===== config.mk =====
export PLATFORM = sky130hd
export DESIGN_NAME = link_reconnect_backoff_supervisor
export DESIGN_NICKNAME = d
export VERILOG_FILES = /design/src/rtl/core/lrbs_pkg.sv /design/src/rtl/core/link_reconnect_backoff_supervisor.sv /design/src/rtl/core/lrbs_cfg.sv /design/src/rtl/core/lrbs_core.sv
export SDC_FILE = /design/constraint.sdc
export NUM_CORES = 1
export LEC_CHECK = 0
export ABC_CLOCK_PERIOD_IN_PS = 22800
export CELL_PAD_IN_SITES_DETAIL_PLACEMENT = 1
export CELL_PAD_IN_SITES_GLOBAL_PLACEMENT = 1
export CORE_UTILIZATION = 35
export DETAILED_ROUTE_END_ITERATION = 10
export DONT_BUFFER_PORTS = 1
export GPL_ROUTABILITY_DRIVEN = 0
export PLACE_DENSITY = 0.7
export SLEW_MARGIN = 15
export SYNTH_ARGS = -nofsm -noshare
export SYNTH_HDL_FRONTEND = slang
export SYNTH_HIERARCHICAL = 1
export SYNTH_SLANG_ARGS = --single-unit

===== constraint.sdc =====
create_clock -name i_clk -period 22.8 [get_ports i_clk]
set_clock_uncertainty 0.15 [all_clocks]
set_input_delay 4.56 -clock i_clk [delete_from_list [all_inputs] [get_ports i_clk]]
set_output_delay 4.56 -clock i_clk [all_outputs]
set_load 0.02 [all_outputs]

===== src/rtl/core/lrbs_pkg.sv =====
package lrbs_pkg;

    // op codes
    localparam logic OP_START = 1'b0;
    localparam logic OP_POLL  = 1'b1;

    // configuration register indexes
    localparam int unsigned CFG_IDX_W = 2;
    localparam logic [CFG_IDX_W-1:0] REG_INITIAL_RETRY = 2'd0;
    localparam logic [CFG_IDX_W-1:0] REG_MAX_RETRY     = 2'd1;
    localparam logic [CFG_IDX_W-1:0] REG_SETTLE        = 2'd2;
    localparam logic [CFG_IDX_W-1:0] REG_REBOOT_AFTER  = 2'd3;

    localparam int unsigned CFG_DATA_W = 32;

    // reset values of the configuration registers
    localparam logic [19:0] INITIAL_RETRY_RST = 20'd1000;
    localparam logic [23:0] MAX_RETRY_RST     = 24'd60000;
    localparam logic [15:0] SETTLE_RST        = 16'd200;
    localparam logic [31:0] REBOOT_AFTER_RST  = 32'd600000;

    // retry delay never exceeds max(initial, max), both below 2^24
    localparam int unsigned DELAY_W = 24;

    typedef struct packed {
        logic [19:0] initial_retry_ms;
        logic [23:0] max_retry_ms;
        logic [15:0] settle_ms;
        logic [31:0] reboot_limit_ms;
    } t_cfg;

    typedef struct packed {
        logic        op;
        logic [31:0] now_ms;
        logic        link_connected;
    } t_in;

    typedef struct packed {
        logic        link_up;
        logic        issue_begin;
        logic        issue_disconnect;
        logic        request_reboot;
        logic [15:0] attempt_count;
        logic [31:0] connected_since;
        logic [31:0] disconnected_ms;
    } t_out;

endpackage


===== src/rtl/core/link_reconnect_backoff_supervisor.sv =====
// Path: input register, then step logic into the result register.
// Throughput: one item per cycle while i_out_ready does not stall the result
//   register; the supervisor state updates in the same cycle the registered
//   item moves to the result register.
// Reset (i_rst_n, synchronous, active low): state cleared, config registers
//   load their defaults, both pipeline stages empty.
module link_reconnect_backoff_supervisor (
    input  logic                            i_clk,
    input  logic                            i_rst_n,
    // configuration write port
    input  logic                            i_cfg_we,
    input  logic [lrbs_pkg::CFG_IDX_W-1:0]  i_cfg_idx,
    input  logic [lrbs_pkg::CFG_DATA_W-1:0] i_cfg_wdata,
    // input items
    input  logic                            i_in_valid,
    output logic                            o_in_ready,
    input  lrbs_pkg::t_in                   i_in_data,
    // results
    output logic                            o_out_valid,
    input  logic                            i_out_ready,
    output lrbs_pkg::t_out                  o_out_data
);
    import lrbs_pkg::*;

    t_cfg cfg;
    t_out res;

    // stage 1: input register
    logic r_in_valid;
    t_in  r_in_data;
    // stage 2: result register
    logic r_out_valid;
    t_out r_out_data;

    logic out_load;   // result register can take a new item this cycle
    logic step;       // registered item is processed and leaves stage 1
    logic in_xfer;    // input transfer

    assign out_load   = !r_out_valid || i_out_ready;
    assign step       = r_in_valid && out_load;
    assign o_in_ready = !r_in_valid || out_load;
    assign in_xfer    = i_in_valid && o_in_ready;

    lrbs_cfg u_cfg (
        .i_clk       (i_clk),
        .i_rst_n     (i_rst_n),
        .i_cfg_we    (i_cfg_we),
        .i_cfg_idx   (i_cfg_idx),
        .i_cfg_wdata (i_cfg_wdata),
        .o_cfg       (cfg)
    );

    // State machine of the supervisor: commits only on a step, so a stalled
    // item in stage 1 sees the same state until it moves.
    lrbs_core u_core (
        .i_clk   (i_clk),
        .i_rst_n (i_rst_n),
        .i_cfg   (cfg),
        .i_step  (step),
        .i_item  (r_in_data),
        .o_res   (res)
    );

    always_ff @(posedge i_clk) begin
        if (!i_rst_n) begin
            r_in_valid  <= 1'b0;
            r_out_valid <= 1'b0;
        end else begin
            if (o_in_ready) begin
                r_in_valid <= i_in_valid;
            end
            if (out_load) begin
                r_out_valid <= r_in_valid;
            end
        end
    end

    // payload registers, no reset
    always_ff @(posedge i_clk) begin
        if (in_xfer) begin
            r_in_data <= i_in_data;
        end
        if (step) begin
            r_out_data <= res;
        end
    end

    assign o_out_valid = r_out_valid;
    assign o_out_data  = r_out_data;

    // a connect and a disconnect request never share one result
    a_begin_disc_excl: assert property (@(posedge i_clk) disable iff (!i_rst_n)
        o_out_valid |-> !(o_out_data.issue_begin && o_out_data.issue_disconnect))
        else $error("connect and disconnect requested together");

    // a reboot request ends the step: no connect or disconnect with it
    a_reboot_alone: assert property (@(posedge i_clk) disable iff (!i_rst_n)
        (o_out_valid && o_out_data.request_reboot)
            |-> !(o_out_data.issue_begin || o_out_data.issue_disconnect
                  || o_out_data.link_up))
        else $error("reboot request combined with other actions");

    // down time reads zero whenever the link is reported up
    a_up_no_downtime: assert property (@(posedge i_clk) disable iff (!i_rst_n)
        (o_out_valid && o_out_data.link_up) |-> (o_out_data.disconnected_ms == 32'd0))
        else $error("nonzero down time while link up");

    // a result moves to the output only from a filled input stage
    a_step_source: assert property (@(posedge i_clk) disable iff (!i_rst_n)
        (!r_in_valid && out_load) |=> !o_out_valid)
        else $error("result produced without an item");

endmodule


===== src/rtl/core/lrbs_cfg.sv =====
module lrbs_cfg (
    input  logic                            i_clk,
    input  logic                            i_rst_n,
    input  logic                            i_cfg_we,
    input  logic [lrbs_pkg::CFG_IDX_W-1:0]  i_cfg_idx,
    input  logic [lrbs_pkg::CFG_DATA_W-1:0] i_cfg_wdata,
    output lrbs_pkg::t_cfg                  o_cfg
);
    import lrbs_pkg::*;

    t_cfg r_cfg;
    t_cfg n_cfg;

    always_comb begin
        n_cfg = r_cfg;
        if (i_cfg_we) begin
            case (i_cfg_idx)
                REG_INITIAL_RETRY: n_cfg.initial_retry_ms = i_cfg_wdata[19:0];
                REG_MAX_RETRY:     n_cfg.max_retry_ms     = i_cfg_wdata[23:0];
                REG_SETTLE:        n_cfg.settle_ms        = i_cfg_wdata[15:0];
                REG_REBOOT_AFTER:  n_cfg.reboot_limit_ms  = i_cfg_wdata[31:0];
                default:           n_cfg = r_cfg;
            endcase
        end
    end

    always_ff @(posedge i_clk) begin
        if (!i_rst_n) begin
            r_cfg.initial_retry_ms <= INITIAL_RETRY_RST;
            r_cfg.max_retry_ms     <= MAX_RETRY_RST;
            r_cfg.settle_ms        <= SETTLE_RST;
            r_cfg.reboot_limit_ms  <= REBOOT_AFTER_RST;
        end else begin
            r_cfg <= n_cfg;
        end
    end

    assign o_cfg = r_cfg;

endmodule


===== src/rtl/core/lrbs_core.sv =====
module lrbs_core (
    input  logic           i_clk,
    input  logic           i_rst_n,
    input  lrbs_pkg::t_cfg i_cfg,
    input  logic           i_step,
    input  lrbs_pkg::t_in  i_item,
    output lrbs_pkg::t_out o_res
);
    import lrbs_pkg::*;

    logic               r_started, n_started;
    logic               r_was_up, n_was_up;
    logic               r_settle_pending, n_settle_pending;
    logic               r_down_valid, n_down_valid;
    logic               r_ever_up, n_ever_up;
    logic [31:0]        r_up_ts, n_up_ts;
    logic [31:0]        r_down_ts, n_down_ts;
    logic [31:0]        r_last_try, n_last_try;
    logic [DELAY_W-1:0] r_retry_delay, n_retry_delay;
    logic [15:0]        r_retry_count, n_retry_count;

    logic [31:0]        now;
    logic [31:0]        since_try;
    logic [31:0]        down_ts_pre;
    logic [31:0]        since_down;
    logic [DELAY_W:0]   dbl;
    logic [DELAY_W:0]   dbl_hi;
    logic [DELAY_W:0]   init_ext;
    logic               up, begin_req, disc, reboot;

    assign now       = i_item.now_ms;
    assign since_try = now - r_last_try;
    // down edge or missing down mark restarts the down clock this step
    assign down_ts_pre = (r_was_up || !r_down_valid) ? now : r_down_ts;
    assign since_down  = now - down_ts_pre;
    assign dbl         = {r_retry_delay, 1'b0};
    assign init_ext    = {{(DELAY_W + 1 - 20){1'b0}}, i_cfg.initial_retry_ms};
    // clamp above by max first, then below by initial
    assign dbl_hi = (dbl > {1'b0, i_cfg.max_retry_ms}) ? {1'b0, i_cfg.max_retry_ms} : dbl;

    always_comb begin
        n_started        = r_started;
        n_was_up         = r_was_up;
        n_settle_pending = r_settle_pending;
        n_down_valid     = r_down_valid;
        n_ever_up        = r_ever_up;
        n_up_ts          = r_up_ts;
        n_down_ts        = r_down_ts;
        n_last_try       = r_last_try;
        n_retry_delay    = r_retry_delay;
        n_retry_count    = r_retry_count;
        up        = 1'b0;
        begin_req = 1'b0;
        disc      = 1'b0;
        reboot    = 1'b0;

        if (i_item.op == OP_START) begin
            if (!r_started) begin
                n_started     = 1'b1;
                begin_req     = 1'b1;
                n_last_try    = now;
                n_down_ts     = now;
                n_down_valid  = 1'b1;
                n_retry_delay = init_ext[DELAY_W-1:0];
                n_retry_count = '0;
            end
        end else if (i_item.link_connected) begin
            up = 1'b1;
            if (!r_was_up) begin
                n_was_up         = 1'b1;
                n_ever_up        = 1'b1;
                n_up_ts          = now;
                n_down_valid     = 1'b0;
                n_settle_pending = 1'b0;
                n_retry_count    = '0;
                n_retry_delay    = init_ext[DELAY_W-1:0];
            end
        end else begin
            n_was_up     = 1'b0;
            n_down_ts    = down_ts_pre;
            n_down_valid = 1'b1;
            if (r_settle_pending) begin
                if (since_try >= {16'd0, i_cfg.settle_ms}) begin
                    n_settle_pending = 1'b0;
                    begin_req        = 1'b1;
                    n_last_try       = now;
                end
            end else if (r_ever_up && (since_down > i_cfg.reboot_limit_ms)) begin
                reboot = 1'b1;
            end else if (since_try >= {{(32 - DELAY_W){1'b0}}, r_retry_delay}) begin
                n_last_try       = now;
                n_retry_count    = r_retry_count + 16'd1;
                disc             = 1'b1;
                n_settle_pending = 1'b1;
                n_retry_delay    = (dbl_hi < init_ext) ? init_ext[DELAY_W-1:0]
                                                       : dbl_hi[DELAY_W-1:0];
            end
        end
    end

    always_comb begin
        o_res.link_up          = up;
        o_res.issue_begin      = begin_req;
        o_res.issue_disconnect = disc;
        o_res.request_reboot   = reboot;
        o_res.attempt_count    = n_retry_count;
        o_res.connected_since  = n_up_ts;
        o_res.disconnected_ms  = (i_item.link_connected || !n_down_valid) ? 32'd0
                                                                          : now - n_down_ts;
    end

    always_ff @(posedge i_clk) begin
        if (!i_rst_n) begin
            r_started        <= 1'b0;
            r_was_up         <= 1'b0;
            r_settle_pending <= 1'b0;
            r_down_valid     <= 1'b0;
            r_ever_up        <= 1'b0;
            r_up_ts          <= '0;
            r_down_ts        <= '0;
            r_last_try       <= '0;
            r_retry_delay    <= {{(DELAY_W - 20){1'b0}}, INITIAL_RETRY_RST};
            r_retry_count    <= '0;
        end else if (i_step) begin
            r_started        <= n_started;
            r_was_up         <= n_was_up;
            r_settle_pending <= n_settle_pending;
            r_down_valid     <= n_down_valid;
            r_ever_up        <= n_ever_up;
            r_up_ts          <= n_up_ts;
            r_down_ts        <= n_down_ts;
            r_last_try       <= n_last_try;
            r_retry_delay    <= n_retry_delay;
            r_retry_count    <= n_retry_count;
        end
    end

endmodule

; ---- Word-level counts from Yosys, hierarchy flattened
; Cells that the tools add are included.
; Widths: inputs -> output; s select.
[totals]
output_inout_bits = 86
elab_cells = 120
regBits = 353
input_bits = 73
[op_classes]
bitwise = 2
addsub = 4
n_mux = 47
n_eq_ne = 13
reduce_logical = 23
order_cmp = 5
[ops]
columns = op, count
row1 = $mux 32, 14
row2 = $mux 24, 8
row3 = $mux 16, 7
row4 = $sub 32x32->32, 3
row5 = $ge 32x16->1, 1
row6 = $ge 32x24->1, 1
row7 = $gt 32x32->1, 1
row8 = $gt 25x24->1, 1
row9 = $lt 25x20->1, 1
row10 = $mux 25, 1
row11 = $mux 1, 17
row12 = $add 16x1->16 const B, 1
row13 = $ne 3x3->1 const B, 4
row14 = $reduce_and 2->1, 6
row15 = $reduce_and 6->1, 2
row16 = $ne 2x2->1 const B, 3
row17 = $ne 3x2->1 const B, 2
row18 = $eq 2x2->1 const B, 2
row19 = $logic_not 1->1, 4
row20 = $logic_or 1x1->1, 4
row21 = $reduce_and 4->1, 1
row22 = $logic_and 1x1->1, 3
row23 = $ne 3x1->1 const B, 1
row24 = $reduce_and 3->1, 1
row25 = 4 further kinds, 5

; ---- Logic depth before layout (Yosys ltp)
[logic_depth]
ltp_word = 10
ltp_mapped = 33
ltp_nobuf = 29

; ---- Modules after synthesis
; Netlist, hierarchy kept.
[modules_own_cells]
columns = module, seq_area_each_um2, n_inst, area_per_inst_um2, cells_per_inst
row1 = lrbs_core, 2822.7, 1, 15288.4, 2000
row2 = link_reconnect_backoff_supervisor, 3583.4, 1, 3647.2, 127
row3 = lrbs_cfg, 1841.8, 1, 3570.9, 355

; ---- Worst setup path before layout
; No wires, ideal clock.
[synth_path]
path_type = input-to-reg
start = input port i_out_ready
end = register u_core.r_last_try[10]
stages = 8
setup_ns = 0.072
n_path_buf = 1
path_slack_ns = 12.261
t_arrival_ns = 10.318
required_ns = 22.578
cell_sequence = nor2b_4 nor2b_1 nand2_1 nor3_1 o41ai_2 o211ai_2 buf_6 mux2i_1
[synth_via]
elab_chain_len = 3
[synth_rtl]
columns = item, line_no
row1 = from (decl), link_reconnect_backoff_supervisor.sv:20  ; input logic i_out_ready,
row2 = $logic_or 1x1->1, link_reconnect_backoff_supervisor.sv:39  ; assign out_load = !r_out_valid || i_out_ready;
row3 = $logic_and 1x1->1, link_reconnect_backoff_supervisor.sv:40  ; assign step = r_in_valid && out_load;
row4 = named net step, link_reconnect_backoff_supervisor.sv:36  ; logic step;
row5 = $reduce_and 6->1 (no line), -
row6 = to (signal assigned), lrbs_core.sv:132  ; r_last_try <= n_last_try;
row7 = to (decl), lrbs_core.sv:18  ; logic [31:0] r_last_try, n_last_try;
; The timed path passes the listed nets, and every way through them passes these cells.
; A chain may end at the register's enable or synchronous reset.

; ---- Worst setup path after layout
[layout_path]
start = input port i_out_ready
end = output port o_in_ready
[layout_via]
elab_chain_len = 2
[layout_rtl]
columns = item, line_no
row1 = $logic_or 1x1->1, link_reconnect_backoff_supervisor.sv:39
row2 = $logic_or 1x1->1, link_reconnect_backoff_supervisor.sv:41  ; assign o_in_ready = !r_in_valid || out_load;
row3 = to (decl), link_reconnect_backoff_supervisor.sv:16  ; output logic o_in_ready,
; Every way passes these cells.

==> flow_summary_export.csv <==
group,metric,value,unit
pwr,p_clk_frac,0.351,
timing,final_hold_viol_count,0,
floorplanning,start_util,0.355,
timing,layout_min_cycle_time,9.45,ns
clock_tree,post_cts_resized,0,
clock_tree,cts_buffers,43,
timing,fin_crit_sh,0.414,
synthesis,ys_ff_latch,353,
timing,setup_viol,0,
setup_path,r2r_cells,31,
layout,final_common_cell,"nand2_1",
detailed_routing,drc,0,
synthesis,synth_nets,2766,
hold_path,min_path_type,"flip-flop to flip-flop",
clock_tree,clock_path_buffers,3,
setup_path,cp_num_buf_inv,0,
timing,relSlewSlack,0.285,
timing,fmax,106,MHz
grt,grt_max_degree,320,
floorplanning,row_count,92,
layout,drive_above_1_share,0.0585,
clock_tree,h-tree-depth,2,
layout,fill_cells,7360,
clock_tree,clk_pin_slew,0.05,ns
pwr,peakVddDrop,0.0643,mV
clock_tree,cts_hold_buf,0,
hold_path,min_to,"u_cfg/o_cfg[24]",
place,place_ws,13.35,ns
setup_path,critPathSlowestCell,"nand3b_4",
synthesis,ys.flop_type,"dfxtp_1",
setup_path,crit_path_start,"i_out_ready",
pwr,share_seq_of_total_power,0.350,
timing,worstMarginPinSlew,1.07,ns
hold_path,hp-start,"u_cfg/o_cfg[24]",
clock_tree,root_buffer,"clkbuf_16",
place,hpwl,47.8,mm
timing,fin_tns_setup,0,ns
layout,final_cell_mix,"nand2_1 (312), dfxtp_1 (235), mux2i_1 (213)",
setup_path,ff2ff_setup_slack,13.97,ns
setup_path,r2r_end,"o_out_data[79]",
timing,slew_viol_final,0,
setup_path,crit_fanout,2,
floorplanning,ios,159,
pwr,p_leak,10.1,nW
clock_tree,cts_tree,"done",
setup_path,start_kind,"input port",
grt,grt_pass1_wl,103,mm
floorplanning,fp.dieW,256,um
synthesis,synthesis.instances,2482,
flow_run,drv_cap,0,
setup_path,required,18.09,ns
hold_path,hold_depth,2,
place,numPortBuffers,0,
synthesis,synth_edf_count,118,
setup_path,worstReg2RegStart,"u_core/r_down_valid",
detailed_routing,viasPerCell,5.40,
floorplanning,dieArea,0.0653,mm^2
clock_tree,clock_sinks,353,
run_status,status,"complete, no violations",
grt,antenna_found_initial,1,
synthesis,syn_area_per_cell,9.07,um^2
timing,layout_setup_ws,13.35,ns
detailed_routing,wirelength,65.2,mm
layout,areaGrowthSynthToFinish,9.82,%
grt,grt_pass1_vias,18800,
synthesis,syn-cell-area,0.0225,mm^2
pwr,p_sw_frac,0.341,
timing,rsz0062_at_grt,"false",
detailed_routing,ant_nets,0,
pwr,power.density,84.4,mW/mm^2
synthesis,yosysWarnings,6,
pwr,p_sw,711,uW
detailed_routing,wl_per_cell,19.7,um
synthesis,synthArstFlopShare,0,
pwr,p_total,2.09,mW
clock_tree,clk_latency,0.59,ns
detailed_routing,firstDrtPassIters,4,
setup_path,critPathKind,"input port to output pin",
floorplanning,die_h,256,um
setup_path,slowest_delay,0.18,ns
layout,fin_nets,2711,
synthesis,yosys.area.top_type_share,0.209,
grt,overflow,0,
pwr,combPwrFrac,0.299,
setup_path,critPathCaptureType,"output pin",
detailed_routing,vias,17900,
detailed_routing,drt_iter0_drc,786,
setup_path,crit_arrival,4.74,ns
pwr,p_int,1.38,mW
synthesis,ys_seq_area_frac,0.366,
grt,grt.total_usage,0.195,
setup_path,cp_top_family,"simple AND/OR/NAND/NOR gates",
clock_tree,post_cts_buffers,0,
synthesis,synth_cell_types,79,
synthesis,yosys.area.top_type,"dfxtp_1",
synthesis,synth_area_leaders,"dfxtp_1 (21%), edfxtp_1 (16%), ha_1 (12%)",
setup_path,worstPathCellList,"nand3b_4",
floorplanning,coreArea,0.0633,mm^2
[sequential cells by signal, summed over array words and instances, names as in the netlist, 16 cells and up]
| name | flops |
|---|---|
| u_cfg/o_cfg | 92 |
| o_out_data | 84 |
| r_in_data | 34 |
| u_core/r_down_ts | 32 |
| u_core/r_last_try | 32 |
| u_core/r_up_ts | 32 |
| u_core/r_retry_delay | 24 |
| u_core/r_retry_count | 16 |
[cells by family (layout without fill, tap and decap cells)]
group / count (synthesis) / in the layout / share of synthesized area
xor gates and xnor gates: 72 / 72 / 0.0280
muxes: 246 / 246 / 0.111
buffers and inverters: 313 / 293 / 0.0570
other: 0 / 2 / 0
AOI/OAI and AO/OA: 531 / 531 / 0.158
adders and majority gates: 211 / 211 / 0.118
and+or+nand+nor: 756 / 756 / 0.161
DFF: 353 / 353 / 0.366
[power groups by stage]
stage / clock network (mW) / registers (mW) / logic (mW)
finish: 0.733 / 0.731 / 0.624
global route: 0.777 / 0.735 / 0.693
CTS: 0.755 / 0.731 / 0.623
detailed placement: 0 / 0.745 / 0.616
global placement: 0 / 0.743 / 0.584
floorplan: 0 / 0.732 / 0.465
[worst max-delay path by stage]
stage,end,slack (ns),cells after the start
CTS,o_in_ready,13.35,1
global placement,o_in_ready,13.35,1
detailed placement,o_in_ready,13.35,1
global route,o_out_data[79],13.21,31
finish,o_in_ready,13.35,1
floorplan,u_core/r_last_try[10],12.26,8
[cell usage after synthesis, types with 26 or more instances]
| library cell | number |
|---|---|
| nand2b_1 | 34 |
| nor2_1 | 119 |
| o211a_1 | 33 |
| nor3_1 | 26 |
| o21a_1 | 33 |
| inv_1 | 198 |
| nor2b_1 | 87 |
| nand4_1 | 26 |
| nand2_1 | 312 |
| clkbuf_1 | 73 |
| mux2_2 | 33 |
| ha_1 | 208 |
| a21oi_1 | 125 |
| mux2i_1 | 213 |
| dfxtp_1 | 235 |
| o211ai_1 | 35 |
| a21o_1 | 57 |
| nand3_1 | 70 |
| xnor2_1 | 52 |
| o21ai_0 | 114 |
| a31oi_1 | 27 |
| edfxtp_1 | 118 |
[area by class of cell]
| cell class | instances | area [um^2] | share of cell area |
|---|---|---|---|
| Antenna cell | 2 | 5.00 | 0.000202 |
| Sequential cell | 353 | 8250 | 0.334 |
| Inverter | 198 | 743 | 0.0301 |
| Multi-Input combinational cell | 1816 | 13000 | 0.527 |
| Clock buffer | 61 | 1240 | 0.0500 |
| Clock inverter | 19 | 268 | 0.0108 |
| Tap cell | 846 | 1060 | 0.0428 |
| Timing Repair Buffer | 15 | 125 | 0.00506 |
[metal layers]
metal / wire length [um] / vias up / GRT usage
met2: 33700 / 231 / 0.359
met1: 27800 / 8829 / 0.231
met3: 2030 / 99 / 0.0254
met4: 1580 / 0 / 0.0625
met5: 0 / - / 0
li1: - / 8730 / -
[per-stage QoR]
| step | std cells | hold WS, ns | utilization | area (um^2) |
|---|---|---|---|---|
| global route | 3309 | 0.322 | 0.390 | 24700 |
| global placement | 3228 | 0.293 | 0.367 | 23200 |
| finish | 3310 | 0.308 | 0.390 | 24700 |
| detailed placement | 3228 | 0.305 | 0.367 | 23200 |
| CTS | 3308 | 0.313 | 0.390 | 24700 |
| floorplan | 2482 | 0.282 | - | 22500 |
(Power assumes the default switching activity.)
